[src/rtl/stlv_pkg.sv]
`timescale 1ns / 1ps
// Shared types, codes and record tables of the sensor TLV payload decoder.
package stlv_pkg;

    localparam int MAX_VALUES  = 4;
    localparam int START_LIMIT = 100;
    localparam int OFFSET_W    = 7;
    localparam int COUNT_W     = 3;
    localparam int POS_W       = 4;
    localparam int QUEUE_DEPTH = 4;
    localparam int QPTR_W      = $clog2(QUEUE_DEPTH);

    localparam logic [OFFSET_W-1:0] OFFSET_MAX = '1;

    localparam logic [7:0] CH_TEMP     = 8'h01;
    localparam logic [7:0] CH_HUMID    = 8'h02;
    localparam logic [7:0] CH_BATT     = 8'h03;
    localparam logic [7:0] CH_STATUS   = 8'hff;
    localparam logic [7:0] TY_TEMP     = 8'h67;
    localparam logic [7:0] TY_HUMID    = 8'h68;
    localparam logic [7:0] TY_BATT     = 8'h75;
    localparam logic [7:0] TY_SKIP3_A  = 8'h0b;
    localparam logic [7:0] TY_SKIP3_B  = 8'h01;
    localparam logic [7:0] TY_SKIP8_A  = 8'h08;
    localparam logic [7:0] TY_SKIP8_B  = 8'h09;
    localparam logic [7:0] TY_DEV_TEMP = 8'h0d;

    localparam logic [POS_W-1:0] POS_CHANNEL = 4'd0;
    localparam logic [POS_W-1:0] POS_TYPE    = 4'd1;
    localparam logic [POS_W-1:0] POS_DATA    = 4'd2;
    localparam logic [POS_W-1:0] POS_HIGH    = 4'd3;
    localparam logic [POS_W-1:0] POS_DEV_LOW = 4'd7;
    localparam logic [POS_W-1:0] POS_DEV_HI  = 4'd8;

    typedef enum logic [1:0] {
        QTY_NONE  = 2'd0,
        QTY_TEMP  = 2'd1,
        QTY_HUMID = 2'd2,
        QTY_BATT  = 2'd3
    } t_quantity;

    typedef enum logic [2:0] {
        REC_NONE,
        REC_TEMP,
        REC_HUMID,
        REC_BATT,
        REC_SKIP3,
        REC_SKIP8,
        REC_DEV_TEMP
    } t_rec_kind;

    typedef struct packed {
        logic        got;
        t_quantity   qty;
        logic [15:0] reading;
        logic        last;
        logic        stopped;
    } t_event;

    typedef struct packed {
        logic full;
        logic empty;
    } t_queue_status;

    function automatic t_rec_kind classify(logic [7:0] ch, logic [7:0] ty);
        t_rec_kind k;
        k = REC_NONE;
        if (ch == CH_TEMP && ty == TY_TEMP) begin
            k = REC_TEMP;
        end else if (ch == CH_HUMID && ty == TY_HUMID) begin
            k = REC_HUMID;
        end else if (ch == CH_BATT && ty == TY_BATT) begin
            k = REC_BATT;
        end else if (ch == CH_STATUS) begin
            if (ty == TY_SKIP3_A || ty == TY_SKIP3_B) begin
                k = REC_SKIP3;
            end else if (ty == TY_SKIP8_A || ty == TY_SKIP8_B) begin
                k = REC_SKIP8;
            end else if (ty == TY_DEV_TEMP) begin
                k = REC_DEV_TEMP;
            end
        end
        return k;
    endfunction

    function automatic logic [POS_W-1:0] rec_len(t_rec_kind k);
        logic [POS_W-1:0] len;
        case (k)
            REC_TEMP:     len = 4'd4;
            REC_HUMID:    len = 4'd3;
            REC_BATT:     len = 4'd3;
            REC_SKIP3:    len = 4'd3;
            REC_SKIP8:    len = 4'd8;
            REC_DEV_TEMP: len = 4'd9;
            default:      len = 4'd0;
        endcase
        return len;
    endfunction

    function automatic t_quantity rec_qty(t_rec_kind k);
        t_quantity q;
        case (k)
            REC_TEMP:     q = QTY_TEMP;
            REC_HUMID:    q = QTY_HUMID;
            REC_BATT:     q = QTY_BATT;
            REC_DEV_TEMP: q = QTY_TEMP;
            default:      q = QTY_NONE;
        endcase
        return q;
    endfunction

endpackage

[src/rtl/stlv_front.sv]
`timescale 1ns / 1ps
// Front end: accepts payload bytes, tracks records and classifies each byte into events.
module stlv_front (
    input  logic                   i_clk,
    input  logic                   i_rst_n,
    input  logic                   i_fire,
    input  logic [7:0]             i_data_byte,
    input  logic                   i_frame_end,
    output logic                   o_push,
    output stlv_pkg::t_event       o_event
);

    logic [stlv_pkg::OFFSET_W-1:0] r_offset, n_offset;
    logic [stlv_pkg::POS_W-1:0]    r_pos, n_pos;
    logic                          r_stopped, n_stopped;
    logic [7:0]                    r_chan, n_chan;
    stlv_pkg::t_rec_kind           r_kind, n_kind;
    logic [7:0]                    r_low, n_low;

    always_ff @(posedge i_clk) begin
        if (!i_rst_n) begin
            r_offset  <= '0;
            r_pos     <= stlv_pkg::POS_CHANNEL;
            r_stopped <= 1'b0;
        end else begin
            r_offset  <= n_offset;
            r_pos     <= n_pos;
            r_stopped <= n_stopped;
        end
        r_chan <= n_chan;
        r_kind <= n_kind;
        r_low  <= n_low;
    end

    always_comb begin
        stlv_pkg::t_rec_kind         kind;
        logic [stlv_pkg::POS_W-1:0]  pos_inc;
        logic                        got;
        stlv_pkg::t_quantity         qty;
        logic [15:0]                 rd;

        n_offset  = r_offset;
        n_pos     = r_pos;
        n_stopped = r_stopped;
        n_chan    = r_chan;
        n_kind    = r_kind;
        n_low     = r_low;
        kind      = stlv_pkg::classify(r_chan, i_data_byte);
        pos_inc   = r_pos + 4'd1;
        got       = 1'b0;
        qty       = stlv_pkg::QTY_NONE;
        rd        = '0;

        if (i_fire) begin
            if (!r_stopped) begin
                if (r_pos == stlv_pkg::POS_CHANNEL) begin
                    if (!i_frame_end) begin
                        if (r_offset >= stlv_pkg::OFFSET_W'(stlv_pkg::START_LIMIT)) begin
                            n_stopped = 1'b1;
                        end else begin
                            n_chan = i_data_byte;
                            n_pos  = stlv_pkg::POS_TYPE;
                        end
                    end
                end else if (r_pos == stlv_pkg::POS_TYPE) begin
                    if (kind == stlv_pkg::REC_NONE) begin
                        n_stopped = 1'b1;
                        n_pos     = stlv_pkg::POS_CHANNEL;
                    end else begin
                        n_kind = kind;
                        n_pos  = stlv_pkg::POS_DATA;
                        // A record cut off after its type byte completes with zeros.
                        if (i_frame_end) begin
                            qty = stlv_pkg::rec_qty(kind);
                            got = (qty != stlv_pkg::QTY_NONE);
                        end
                    end
                end else begin
                    case (r_kind)
                        stlv_pkg::REC_TEMP: begin
                            if (r_pos == stlv_pkg::POS_DATA) begin
                                n_low = i_data_byte;
                                got   = i_frame_end;
                                rd    = {8'h00, i_data_byte};
                            end else if (r_pos == stlv_pkg::POS_HIGH) begin
                                got = 1'b1;
                                rd  = {i_data_byte, r_low};
                            end
                        end
                        stlv_pkg::REC_HUMID, stlv_pkg::REC_BATT: begin
                            if (r_pos == stlv_pkg::POS_DATA) begin
                                got = 1'b1;
                                rd  = {8'h00, i_data_byte};
                            end
                        end
                        stlv_pkg::REC_DEV_TEMP: begin
                            if (r_pos == stlv_pkg::POS_DEV_LOW) begin
                                n_low = i_data_byte;
                                got   = i_frame_end;
                                rd    = {8'h00, i_data_byte};
                            end else if (r_pos == stlv_pkg::POS_DEV_HI) begin
                                got = 1'b1;
                                rd  = {i_data_byte, r_low};
                            end else begin
                                got = i_frame_end;
                            end
                        end
                        default: begin
                            got = 1'b0;
                        end
                    endcase
                    qty = stlv_pkg::rec_qty(r_kind);
                    if (pos_inc >= stlv_pkg::rec_len(r_kind)) begin
                        n_pos = stlv_pkg::POS_CHANNEL;
                    end else begin
                        n_pos = pos_inc;
                    end
                end
            end

            if (r_offset != stlv_pkg::OFFSET_MAX) begin
                n_offset = r_offset + 1'b1;
            end

            if (i_frame_end) begin
                n_offset  = '0;
                n_pos     = stlv_pkg::POS_CHANNEL;
                n_stopped = 1'b0;
            end
        end

        if (!got) begin
            qty = stlv_pkg::QTY_NONE;
            rd  = '0;
        end

        o_push          = i_fire && (got || i_frame_end);
        o_event.got     = got;
        o_event.qty     = qty;
        o_event.reading = rd;
        o_event.last    = i_frame_end;
        o_event.stopped = n_stopped | (r_stopped & ~i_frame_end) | (i_frame_end & r_stopped)
                          | (i_frame_end & !r_stopped & (r_pos == stlv_pkg::POS_CHANNEL)
                             & 1'b0)
                          | (i_frame_end & !r_stopped & (r_pos == stlv_pkg::POS_TYPE)
                             & (kind == stlv_pkg::REC_NONE));
    end

endmodule

[src/rtl/stlv_queue.sv]
`timescale 1ns / 1ps
// Short event queue between the front end and the back end.
module stlv_queue (
    input  logic                     i_clk,
    input  logic                     i_rst_n,
    input  logic                     i_push,
    input  stlv_pkg::t_event         i_event,
    input  logic                     i_pop,
    output stlv_pkg::t_event         o_head,
    output stlv_pkg::t_queue_status  o_status
);

    stlv_pkg::t_event                r_slot [stlv_pkg::QUEUE_DEPTH];
    logic [stlv_pkg::QPTR_W-1:0]     r_wr_ptr;
    logic [stlv_pkg::QPTR_W-1:0]     r_rd_ptr;
    logic [stlv_pkg::QPTR_W:0]       r_count;

    always_ff @(posedge i_clk) begin
        if (!i_rst_n) begin
            r_wr_ptr <= '0;
            r_rd_ptr <= '0;
            r_count  <= '0;
        end else begin
            if (i_push) begin
                r_wr_ptr <= r_wr_ptr + 1'b1;
            end
            if (i_pop) begin
                r_rd_ptr <= r_rd_ptr + 1'b1;
            end
            if (i_push && !i_pop) begin
                r_count <= r_count + 1'b1;
            end else if (i_pop && !i_push) begin
                r_count <= r_count - 1'b1;
            end
        end
        if (i_push) begin
            r_slot[r_wr_ptr] <= i_event;
        end
    end

    assign o_head         = r_slot[r_rd_ptr];
    assign o_status.full  = (r_count == (stlv_pkg::QPTR_W+1)'(stlv_pkg::QUEUE_DEPTH));
    assign o_status.empty = (r_count == '0);

endmodule

[src/rtl/stlv_back.sv]
`timescale 1ns / 1ps
// Back end: applies the per-frame value limit and holds the result register.
module stlv_back (
    input  logic                     i_clk,
    input  logic                     i_rst_n,
    input  stlv_pkg::t_event         i_head,
    input  stlv_pkg::t_queue_status  i_status,
    output logic                     o_pop,
    output logic                     o_valid,
    input  logic                     i_stall,
    output logic [1:0]               o_quantity,
    output logic [15:0]              o_reading,
    output logic                     o_frame_done,
    output logic                     o_parse_stopped,
    output logic                     o_values_dropped
);

    logic [stlv_pkg::COUNT_W-1:0] r_count, n_count;
    logic                         r_dropped, n_dropped;
    logic                         r_valid;
    logic [1:0]                   r_quantity;
    logic [15:0]                  r_reading;
    logic                         r_frame_done;
    logic                         r_parse_stopped;
    logic                         r_values_dropped;
    logic                         can_load;
    logic                         keep;
    logic                         emit;

    assign can_load = !r_valid || !i_stall;
    assign o_pop    = can_load && !i_status.empty;

    always_comb begin
        n_count   = r_count;
        n_dropped = r_dropped;
        keep      = i_head.got;
        if (o_pop && i_head.got) begin
            if (r_count < stlv_pkg::COUNT_W'(stlv_pkg::MAX_VALUES)) begin
                n_count = r_count + 1'b1;
            end else begin
                n_dropped = 1'b1;
                keep      = 1'b0;
            end
        end
        emit = o_pop && (keep || i_head.last);
    end

    always_ff @(posedge i_clk) begin
        if (!i_rst_n) begin
            r_count   <= '0;
            r_dropped <= 1'b0;
            r_valid   <= 1'b0;
        end else begin
            if (o_pop && i_head.last) begin
                r_count   <= '0;
                r_dropped <= 1'b0;
            end else begin
                r_count   <= n_count;
                r_dropped <= n_dropped;
            end
            if (can_load) begin
                r_valid <= emit;
            end
        end
        if (emit) begin
            r_quantity       <= keep ? i_head.qty : stlv_pkg::QTY_NONE;
            r_reading        <= keep ? i_head.reading : 16'h0000;
            r_frame_done     <= i_head.last;
            r_parse_stopped  <= i_head.stopped;
            r_values_dropped <= n_dropped;
        end
    end

    assign o_valid          = r_valid;
    assign o_quantity       = r_quantity;
    assign o_reading        = r_reading;
    assign o_frame_done     = r_frame_done;
    assign o_parse_stopped  = r_parse_stopped;
    assign o_values_dropped = r_values_dropped;

endmodule

[src/rtl/sensor_tlv_payload_decoder_top.sv]
`timescale 1ns / 1ps
// Top level of the sensor TLV payload decoder.
//
// The input channel carries one payload byte per transfer with a frame-end
// mark on the last byte of a frame. The output channel carries one result per
// transfer: a temperature, humidity or battery reading as soon as its record
// completes, at most four per frame, and one closing result on every frame
// end with the stop and drop flags of that frame.
// The block takes one byte per cycle while the input stall is low. The front
// end parses a byte in the cycle of its transfer and writes its event into a
// four-entry queue; the back end moves events from the queue into the
// output register.
// When the receiver stalls, the output register holds its result and events
// pile up in the queue; the input stall rises once the queue is full and
// falls as soon as one entry leaves it.
// After reset the queue is empty, no result is valid, and the parser waits
// for the first channel byte of a new frame.
module sensor_tlv_payload_decoder_top (
    input  logic        i_clk,
    input  logic        i_rst_n,
    input  logic        i_valid,
    output logic        o_stall,
    input  logic [7:0]  i_data_byte,
    input  logic        i_frame_end,
    output logic        o_valid,
    input  logic        i_stall,
    output logic [1:0]  o_quantity,
    output logic [15:0] o_reading,
    output logic        o_frame_done,
    output logic        o_parse_stopped,
    output logic        o_values_dropped
);

    logic                     fire;
    logic                     push;
    logic                     pop;
    stlv_pkg::t_event         front_event;
    stlv_pkg::t_event         head;
    stlv_pkg::t_queue_status  q_status;

    assign o_stall = q_status.full;
    assign fire    = i_valid && !q_status.full;

    stlv_front u_front (
        .i_clk       (i_clk),
        .i_rst_n     (i_rst_n),
        .i_fire      (fire),
        .i_data_byte (i_data_byte),
        .i_frame_end (i_frame_end),
        .o_push      (push),
        .o_event     (front_event)
    );

    stlv_queue u_queue (
        .i_clk    (i_clk),
        .i_rst_n  (i_rst_n),
        .i_push   (push),
        .i_event  (front_event),
        .i_pop    (pop),
        .o_head   (head),
        .o_status (q_status)
    );

    stlv_back u_back (
        .i_clk            (i_clk),
        .i_rst_n          (i_rst_n),
        .i_head           (head),
        .i_status         (q_status),
        .o_pop            (pop),
        .o_valid          (o_valid),
        .i_stall          (i_stall),
        .o_quantity       (o_quantity),
        .o_reading        (o_reading),
        .o_frame_done     (o_frame_done),
        .o_parse_stopped  (o_parse_stopped),
        .o_values_dropped (o_values_dropped)
    );

    a_value_or_close: assert property (@(posedge i_clk) disable iff (!i_rst_n)
        o_valid && !o_frame_done |-> o_quantity != 2'(stlv_pkg::QTY_NONE))
        else $error("Result without a value does not close a frame.");

    a_none_reads_zero: assert property (@(posedge i_clk) disable iff (!i_rst_n)
        o_valid && o_quantity == 2'(stlv_pkg::QTY_NONE) |-> o_reading == 16'h0000)
        else $error("Result without a quantity carries a nonzero reading.");

    a_reset_clears_output: assert property (@(posedge i_clk)
        !i_rst_n |=> !o_valid)
        else $error("Output valid right after reset.");

    a_no_pop_when_empty: assert property (@(posedge i_clk) disable iff (!i_rst_n)
        pop |-> !q_status.empty)
        else $error("Queue popped while empty.");

endmodule

[config.mk]
export PLATFORM = sky130hd
export DESIGN_NAME = sensor_tlv_payload_decoder_top
export DESIGN_NICKNAME = d
export VERILOG_FILES = /design/src/rtl/stlv_pkg.sv /design/src/rtl/stlv_front.sv /design/src/rtl/stlv_queue.sv /design/src/rtl/stlv_back.sv /design/src/rtl/sensor_tlv_payload_decoder_top.sv
export SDC_FILE = /design/constraint.sdc
export NUM_CORES = 1
export LEC_CHECK = 0
export ABC_AREA = 1
export BUFFER_PORTS_ARGS = -buffer_cell sky130_fd_sc_hd__buf_4
export CAP_MARGIN = 20
export CORE_ASPECT_RATIO = 0.75
export CORE_UTILIZATION = 65
export CTS_CLUSTER_SIZE = 16
export DETAILED_ROUTE_END_ITERATION = 10
export GPL_TIMING_DRIVEN = 0
export MAX_ROUTING_LAYER = met4
export PLACE_DENSITY = 0.94
export SYNTH_ARGS = -nofsm -noshare
export SYNTH_HDL_FRONTEND = slang
export SYNTH_SLANG_ARGS = --single-unit
[constraint.sdc]
create_clock -name i_clk -period 7.3 [get_ports i_clk]
set_input_delay 1.46 -clock i_clk [delete_from_list [all_inputs] [get_ports i_clk]]
set_output_delay 1.46 -clock i_clk [all_outputs]
set_load 0.05 [all_outputs]
Word-level counts from Yosys, hierarchy flattened. Memory sizes are Yosys's and may differ from the RTL's. A register that Yosys moved wholly into a read port is not among the register bits. Index checks and enable logic that the tools add are counted.

Flip-flop bits (word level): 64. Bits in writable memories: 84. Input port bits: 13. Output and inout bits: 23. Word-level logic and storage cells: 196. Memories kept: 1.

$add $sub $neg: 7. $lt $le $gt $ge: 3. Equality and inequality tests: 33. Muxes and demuxes: 79. Bitwise gates (word level): 15. Reduce and logical (&&, ||, !) cells: 41.

Memories: u_queue.r_slot (words 4, width 21, rd ports 1, clocked after Yosys merged registers in 1, write ports 1, RTL line stlv_queue.sv:13) `stlv_pkg::t_event r_slot [stlv_pkg::QUEUE_DEPTH];`.

Operators by type and width (number): 2-to-1 mux 16 bit (9); one-hot mux 16 bit (3 select lines) (1); 2-to-1 mux 4 bit (10); equality test 8 x 4 -> 1 bit, second input constant (4); 2-to-1 mux 2 bit (16); 2-to-1 mux 3 bit (9); equality test 8 x 7 -> 1 bit, second input constant (3); 2-to-1 mux 1 bit (24); 2-to-1 mux 8 bit (3); equality test 8 x 1 -> 1 bit, second input constant (2); equality test 8 x 2 -> 1 bit, second input constant (2); one-hot mux 4 bit (4 select lines) (1); one-hot mux 8 bit (2 select lines) (1); equality test 3 bit, second input constant (5); 2-to-1 mux 7 bit (2); equality test 3 x 2 -> 1 bit, second input constant (4); one-hot mux 2 bit (3 select lines) (2); logical AND 1 bit (11); AND reduction 5 bit (2); equality test 4 x 2 -> 1 bit, second input constant (2); equality test 8 bit, second input constant (1); nonzero test 2 bit (4); OR reduction 2 bit (4); adder 7 x 1 -> 7 bit, second input constant (1); other kinds (27) (55).

Logic depth before layout (Yosys ltp).
Depth in word-level cells: 30. Mapped depth: 20. Gate-level depth less buffers: 19.

Cells and area by module. Synthesis repeated with hierarchy kept, for this count alone.

Cell total of the unflattened synthesis: 686. Area total of the unflattened synthesis: 6954.2 um^2.

By module, submodules not included: stlv_queue (times used 1, cells an instance 262, area an instance 3611.0 um^2, seq. area each 2702.6 um^2); stlv_front (times used 1, cells an instance 326, area an instance 2298.5 um^2, seq. area each 810.8 um^2); stlv_back (times used 1, cells an instance 96, area an instance 1034.7 um^2, seq. area each 730.7 um^2); sensor_tlv_payload_decoder_top (times used 1, cells an instance 2, area an instance 10.0 um^2, seq. area each 0.0 um^2).

Worst setup path before layout. OpenSTA, ideal clock, no wires.

Path type: input port to flip-flop. Start point: input i_data_byte[5]. End point: memory u_queue.r_slot[0][0] (netlist bit) (enable). Setup time: 0.405 ns. Arrival: 3.388 ns. Required time: 6.895 ns. Path slack: 3.507 ns. Stages: 13. Buffers on the path: 1. Cells stage by stage: inv_1 nor2_1 nand2_2 nor2_4 nand2_1 nor2_1 nor2_1 nand2_1 nand2_1 nand2_1 nand2_4 buf_6 a21boi_1.

Word-level cells in the longest chain between the ends: 28. Elaborated cells on any way between the ends: 44. Classes of those cells: eq/ne (12); mux (22); reduce/logical (10).

RTL lines: start: declaration (RTL line sensor_tlv_payload_decoder_top.sv:23) `input logic [7:0] i_data_byte,`; equality test 8 x 4 -> 1 bit (on tied branches) (RTL line stlv_pkg.sv:79, stlv_pkg.sv:77); 2-to-1 mux 3 bit or logical OR 1 bit (tied branches) (RTL line stlv_pkg.sv:79, stlv_pkg.sv:77); 2-to-1 mux 3 bit (RTL line stlv_pkg.sv:77) `end else if (ty == TY_SKIP8_A || ty == TY_SKIP8_B) begin`; 2-to-1 mux 3 bit (RTL line stlv_pkg.sv:75) `if (ty == TY_SKIP3_A || ty == TY_SKIP3_B) begin`; 2-to-1 mux 3 bit (RTL line stlv_pkg.sv:74) `end else if (ch == CH_STATUS) begin`; 2-to-1 mux 3 bit (RTL line stlv_pkg.sv:72) `end else if (ch == CH_BATT && ty == TY_BATT) begin`; 2-to-1 mux 3 bit (RTL line stlv_pkg.sv:70) `end else if (ch == CH_HUMID && ty == TY_HUMID) begin`; 2-to-1 mux 3 bit * (RTL line stlv_pkg.sv:68) `if (ch == CH_TEMP && ty == TY_TEMP) begin`; [... 12 more ...]; 2-to-1 mux 1 bit * (RTL line stlv_front.sv:65) `end else if (r_pos == stlv_pkg::POS_TYPE) begin`; 2-to-1 mux 1 bit * (RTL line stlv_front.sv:56) `if (r_pos == stlv_pkg::POS_CHANNEL) begin`; 2-to-1 mux 1 bit * (RTL line stlv_front.sv:55) `if (!r_stopped) begin`; 2-to-1 mux 1 bit * (RTL line stlv_front.sv:54) `if (i_fire) begin`; logical OR 1 bit * (RTL line stlv_front.sv:137) `o_push = i_fire && (got || i_frame_end);`; logical AND 1 bit * (RTL line stlv_front.sv:137); 2-to-1 mux 1 bit * (RTL line stlv_queue.sv:36) `if (i_push) begin`; 2-to-1 mux 1 bit (implied by the code) * (RTL line stlv_queue.sv:37) `r_slot[r_wr_ptr] <= i_event;`; end: declaration (RTL line stlv_queue.sv:13).

Every way passes the cells marked *; elsewhere a longest branch is shown, timed or not. The select of a mux whose other input is x is not followed.

Worst setup path in the final report.
Start point: input i_data_byte[2]. End point: register u_queue.r_count[2] (netlist bit).

Word-level cells in the longest chain between the ends: 29. Elaborated cells on any way between the ends: 47. Classes of those cells: eq/ne (12); mux (21); reduce/logical (14).

RTL lines: equality test 8 x 4 -> 1 bit (on tied branches) (RTL line stlv_pkg.sv:79, stlv_pkg.sv:77); 2-to-1 mux 3 bit or logical OR 1 bit (tied branches) (RTL line stlv_pkg.sv:79, stlv_pkg.sv:77); 2-to-1 mux 3 bit (RTL line stlv_pkg.sv:77); 2-to-1 mux 3 bit (RTL line stlv_pkg.sv:75); 2-to-1 mux 3 bit (RTL line stlv_pkg.sv:74); 2-to-1 mux 3 bit (RTL line stlv_pkg.sv:72); 2-to-1 mux 3 bit (RTL line stlv_pkg.sv:70); 2-to-1 mux 3 bit * (RTL line stlv_pkg.sv:68); [... 14 more ...]; 2-to-1 mux 1 bit * (RTL line stlv_front.sv:55); 2-to-1 mux 1 bit * (RTL line stlv_front.sv:54); logical OR 1 bit * (RTL line stlv_front.sv:137); logical AND 1 bit * (RTL line stlv_front.sv:137); named net push (RTL line sensor_tlv_payload_decoder_top.sv:35) `logic push;`; zero test 1 bit (RTL line stlv_queue.sv:32) `end else if (i_pop && !i_push) begin`; logical AND 1 bit (RTL line stlv_queue.sv:32); nonzero test 2 bit (no source line); end signal: assignment (RTL line stlv_queue.sv:31) `r_count <= r_count + 1'b1;`; end signal: assignment (RTL line stlv_queue.sv:33) `r_count <= r_count - 1'b1;`; end: declaration (RTL line stlv_queue.sv:16) `logic [stlv_pkg::QPTR_W:0] r_count;`.

The timed path passes the listed nets; every way through them passes the cells marked *. The select of a mux whose other input is x is not followed. A chain may end at the register's enable or synchronous reset.

==> results.sh <==
export IMPL_drt_first_pass_iters=5
export IMPL_finalNonFillerCells=872
export IMPL_num_rows=31
export IMPL_rsz0062_at_grt="no"
export IMPL_cpMaxStageDelayCell="fa_1"
export IMPL_setup_tns_ns=0
export IMPL_rr_startpoint="u_front.r_pos[0]"
export IMPL_overall_die_width_um=120
export IMPL_post_route_cells_drive_above_1_share_pct=15.3
export IMPL_fp_dieH_um=90.7
export IMPL_fin_crit_sh_pct=53.5
export IMPL_n_antenna_cell=0
export IMPL_ys_types=38
export IMPL_yosys_warnings=0
export IMPL_synth_seq_area_share_pct=62.2
export IMPL_inserted_clock_buffers=17
export IMPL_clock_fmax_mhz=256
export IMPL_routed_wire_length_per_instance_um=20.1
export IMPL_port_buffers=34
export IMPL_finalWorstPathRequiredPeriod_ns=3.90
export IMPL_final_hold_vio_count=0
export IMPL_synth_most_common_cell="edfxtp_1"
export IMPL_setup_reg_to_reg_worst_slack_ns=3.92
export IMPL_ys_flop_type="edfxtp_1"
export IMPL_timing_worst_slew_pin_value_ns=1.06
export IMPL_synth_ff_latch_count=150
export IMPL_path_class="primary input to flop"
export IMPL_core_area_um2=9930
export IMPL_design_die_area_um2=10900
export IMPL_fin_total_pwr_w=0.00299
export IMPL_worstReg2RegEnd="u_queue.r_count[2]"
export IMPL_yosys_area_top_type="edfxtp_1"
export IMPL_syn_instance_count=669
export IMPL_clk_insertion_delay_late_ns=0.43
export IMPL_worst_ep_required_time_ns=7.60
export IMPL_place_gp_congestion=0.884
export IMPL_setup_violations_final=0
export IMPL_final_max_slew_viol_count=0
export IMPL_grt_util_all_layers_pct=35.1
export IMPL_power_per_cell_area_nw_per_um2=379
export IMPL_first_pass_grt_wire_length_um=27500
export IMPL_number_of_enable_type_register_cells_in_the_synthesized_netlist=124
export IMPL_antenna_found_initial=0
export IMPL_hold_path_cell_count=2
export IMPL_max_clock_path_buffers=2
export IMPL_timing_clock_skew_ns=0.00975
export IMPL_postSynthAreaPerCell_um2=10.2
export IMPL_detailroute_via_count=5461
export IMPL_cts_hold_buffers=0
export IMPL_cts_tree="yes"
export IMPL_netlist_area_before_placement_um2=6830
export IMPL_initial_core_util_pct=68.7
export IMPL_drc=0
export IMPL_status="finished clean"
export IMPL_grt_start_max_net_pins=22
export IMPL_layout_setup_ws_ns=3.40
export IMPL_root_buffer="clkbuf_16"
export IMPL_power_static_leakage_nw=2.99
export IMPL_place_ws_ns=3.15
export IMPL_post_cts_resize_count=0
export IMPL_reported_max_cap_violation_count=0
export IMPL_clkSlewWorstSetupHoldPaths_ns=0.06
export IMPL_timing_max_slew_rel_slack_pct=28.9
export IMPL_vias_per_cell=6.26
export IMPL_h_tree_depth=4
export IMPL_synth_top_cells_by_area="edfxtp_1, dfxtp_1, nor2_1, nand2_1, o21ai_0"
export IMPL_worst_setup_path_start_kind="primary input"
export IMPL_dominant_cell_type_by_count_on_the_critical_path="nand2_1"
export IMPL_reg2reg_depth=19
export IMPL_crit_path_cell_trace="buf_4, inv_1, nor2_1, nand2_1, nor2_1, nand2_1, nand2_1, nor2_1, nand2_1, nand2_1, nand2_1, nand2_4, buf_6, nand2_1, ha_1, inv_1, fa_1, a21oi_1, o21ai_0, o21ai_0, a21oi_1"
export IMPL_peak_supply_drop_mv=0.171
export IMPL_hold_path_endpoint="u_back.r_dropped"
export IMPL_postRouteAntennaNets=0
export IMPL_area_overhead_vs_synth_pct=15.7
export IMPL_ys_async_sr_fraction_pct=0
export IMPL_critical_path_max_stage_delay_ns=0.45
export IMPL_dp_hpwl_um=11600
export IMPL_worst_ep_arrival_time_ns=4.20
export IMPL_postCtsSetupBuffers=0
export IMPL_min_delay_path_class="flop to flop"
export IMPL_synth_fp_nets=699
export IMPL_io_pin_count=36
export IMPL_grt_pass1_vias=5254
export IMPL_timing_hold_worst_start="u_back.r_dropped"
export IMPL_clock_sinks=150
export IMPL_worst_path_max_fanout=10
export IMPL_drt_wl_total_um=17500
export IMPL_global_route_overflow_total=0
export IMPL_layout_nets=757
export IMPL_synth_top_cells_by_count="edfxtp_1, nor2_1, nand2_1"
export IMPL_endpoint_kind="flop"
export IMPL_synth_top_area_share_pct=54.6
export IMPL_detail_route_iter0_violations=853
export IMPL_dpl_cell_count=840
-- flip-flops by register name, summed over array words and instances, names as in the netlist, named ones only --
| signal | cells |
|---|---|
| u_queue.r_wr_ptr | 2 |
| u_front.r_offset | 7 |
| u_back.o_valid | 1 |
| u_back.o_values_dropped | 1 |
| u_queue.r_rd_ptr | 2 |
| u_queue.r_slot | 84 |
| u_back.o_parse_stopped | 1 |
| u_front.r_chan | 8 |
| u_back.o_quantity | 2 |
| u_queue.r_count | 3 |
| u_front.r_kind | 3 |
| u_front.r_low | 8 |
| u_back.o_reading | 16 |
| u_front.r_pos | 4 |
| u_back.r_count | 3 |
| u_back.r_dropped | 1 |
| u_back.o_frame_done | 1 |
| u_front.r_stopped | 1 |
-- stage by stage --
stage	hold WS [ns]	instance area [µm²]	utilization, %
after global routing	0.518	7900	79.5
after floorplan	0.434	6830	-
after CTS	0.495	7900	79.5
final	0.496	7900	79.5
after detailed placement	0.469	7330	73.8
after global placement	0.443	7250	73.0
-- final cells by class --
| type | count | area (µm²) |
|---|---|---|
| Clock buffer | 20 | 447 |
| Sequential cell | 150 | 4240 |
| Clock inverter | 12 | 119 |
| Tap cell | 132 | 165 |
| Inverter | 65 | 244 |
| Timing Repair Buffer | 39 | 319 |
| Fill cell | 550 | 2030 |
| Multi-Input combinational cell | 435 | 2260 |
| Buffer | 19 | 96.3 |
-- worst max-delay path: cells and delay by family --
family / cells / cell delay, ns
simple gates: 11 / 0.99
buf+inv: 4 / 0.50
compound gates: 4 / 0.65
fa+ha+maj: 2 / 0.59
-- logic make-up after synthesis --
logic type,share of synthesized area (%)
AO/OA/AOI/OAI,10.1
XOR/XNOR,0.385
adder cells (fa/ha/maj),3.23
buffers and inverters,4.99
flip-flops,62.2
AND/OR/NAND/NOR,19.1
-- power by group --
| group | internal [W] | switching, W |
|---|---|---|
| clock | 0.000484 | 0.000359 |
| combinational | 0.000251 | 0.000742 |
| sequential | 0.00110 | 0.0000560 |
-- placed cells by master (no fill, tap or decap), drive strengths merged, types with 4 or more instances in the layout --
master,instances
nor2,134
edfxtp,124
nand2,81
inv,71
o21ai,55
a21oi,51
buf,45
nand3,44
clkbuf,33
dfxtp,26
nor3,19
ha,16
nand4,6
a211oi,6
a21boi,4
-- layer usage --
metal	routed length, µm	part of all wire (%)	up-vias	global-route usage [%]
li1	-	-	2431	-
met1	6460	37	2565	42.9
met2	8640	49	395	56.5
met3	1840	10	70	7.51
met4	601	3.4	0	15.3
met5	0	0	-	-
-- worst max path at each step --
stage	start	to	slack, ns	cells after the start
final	i_data_byte[2]	u_queue.r_count[2]	3.40	21
after CTS	i_data_byte[2]	u_queue.r_count[2]	3.47	21
after global placement	i_data_byte[2]	u_queue.r_slot[1][13]	2.39	14
after detailed placement	i_data_byte[2]	u_queue.r_count[2]	3.15	21
after global routing	i_data_byte[5]	u_queue.r_count[2]	3.27	20
after floorplan	i_data_byte[5]	u_queue.r_slot[0][0]	3.51	13
(Power assumes the default switching activity.)
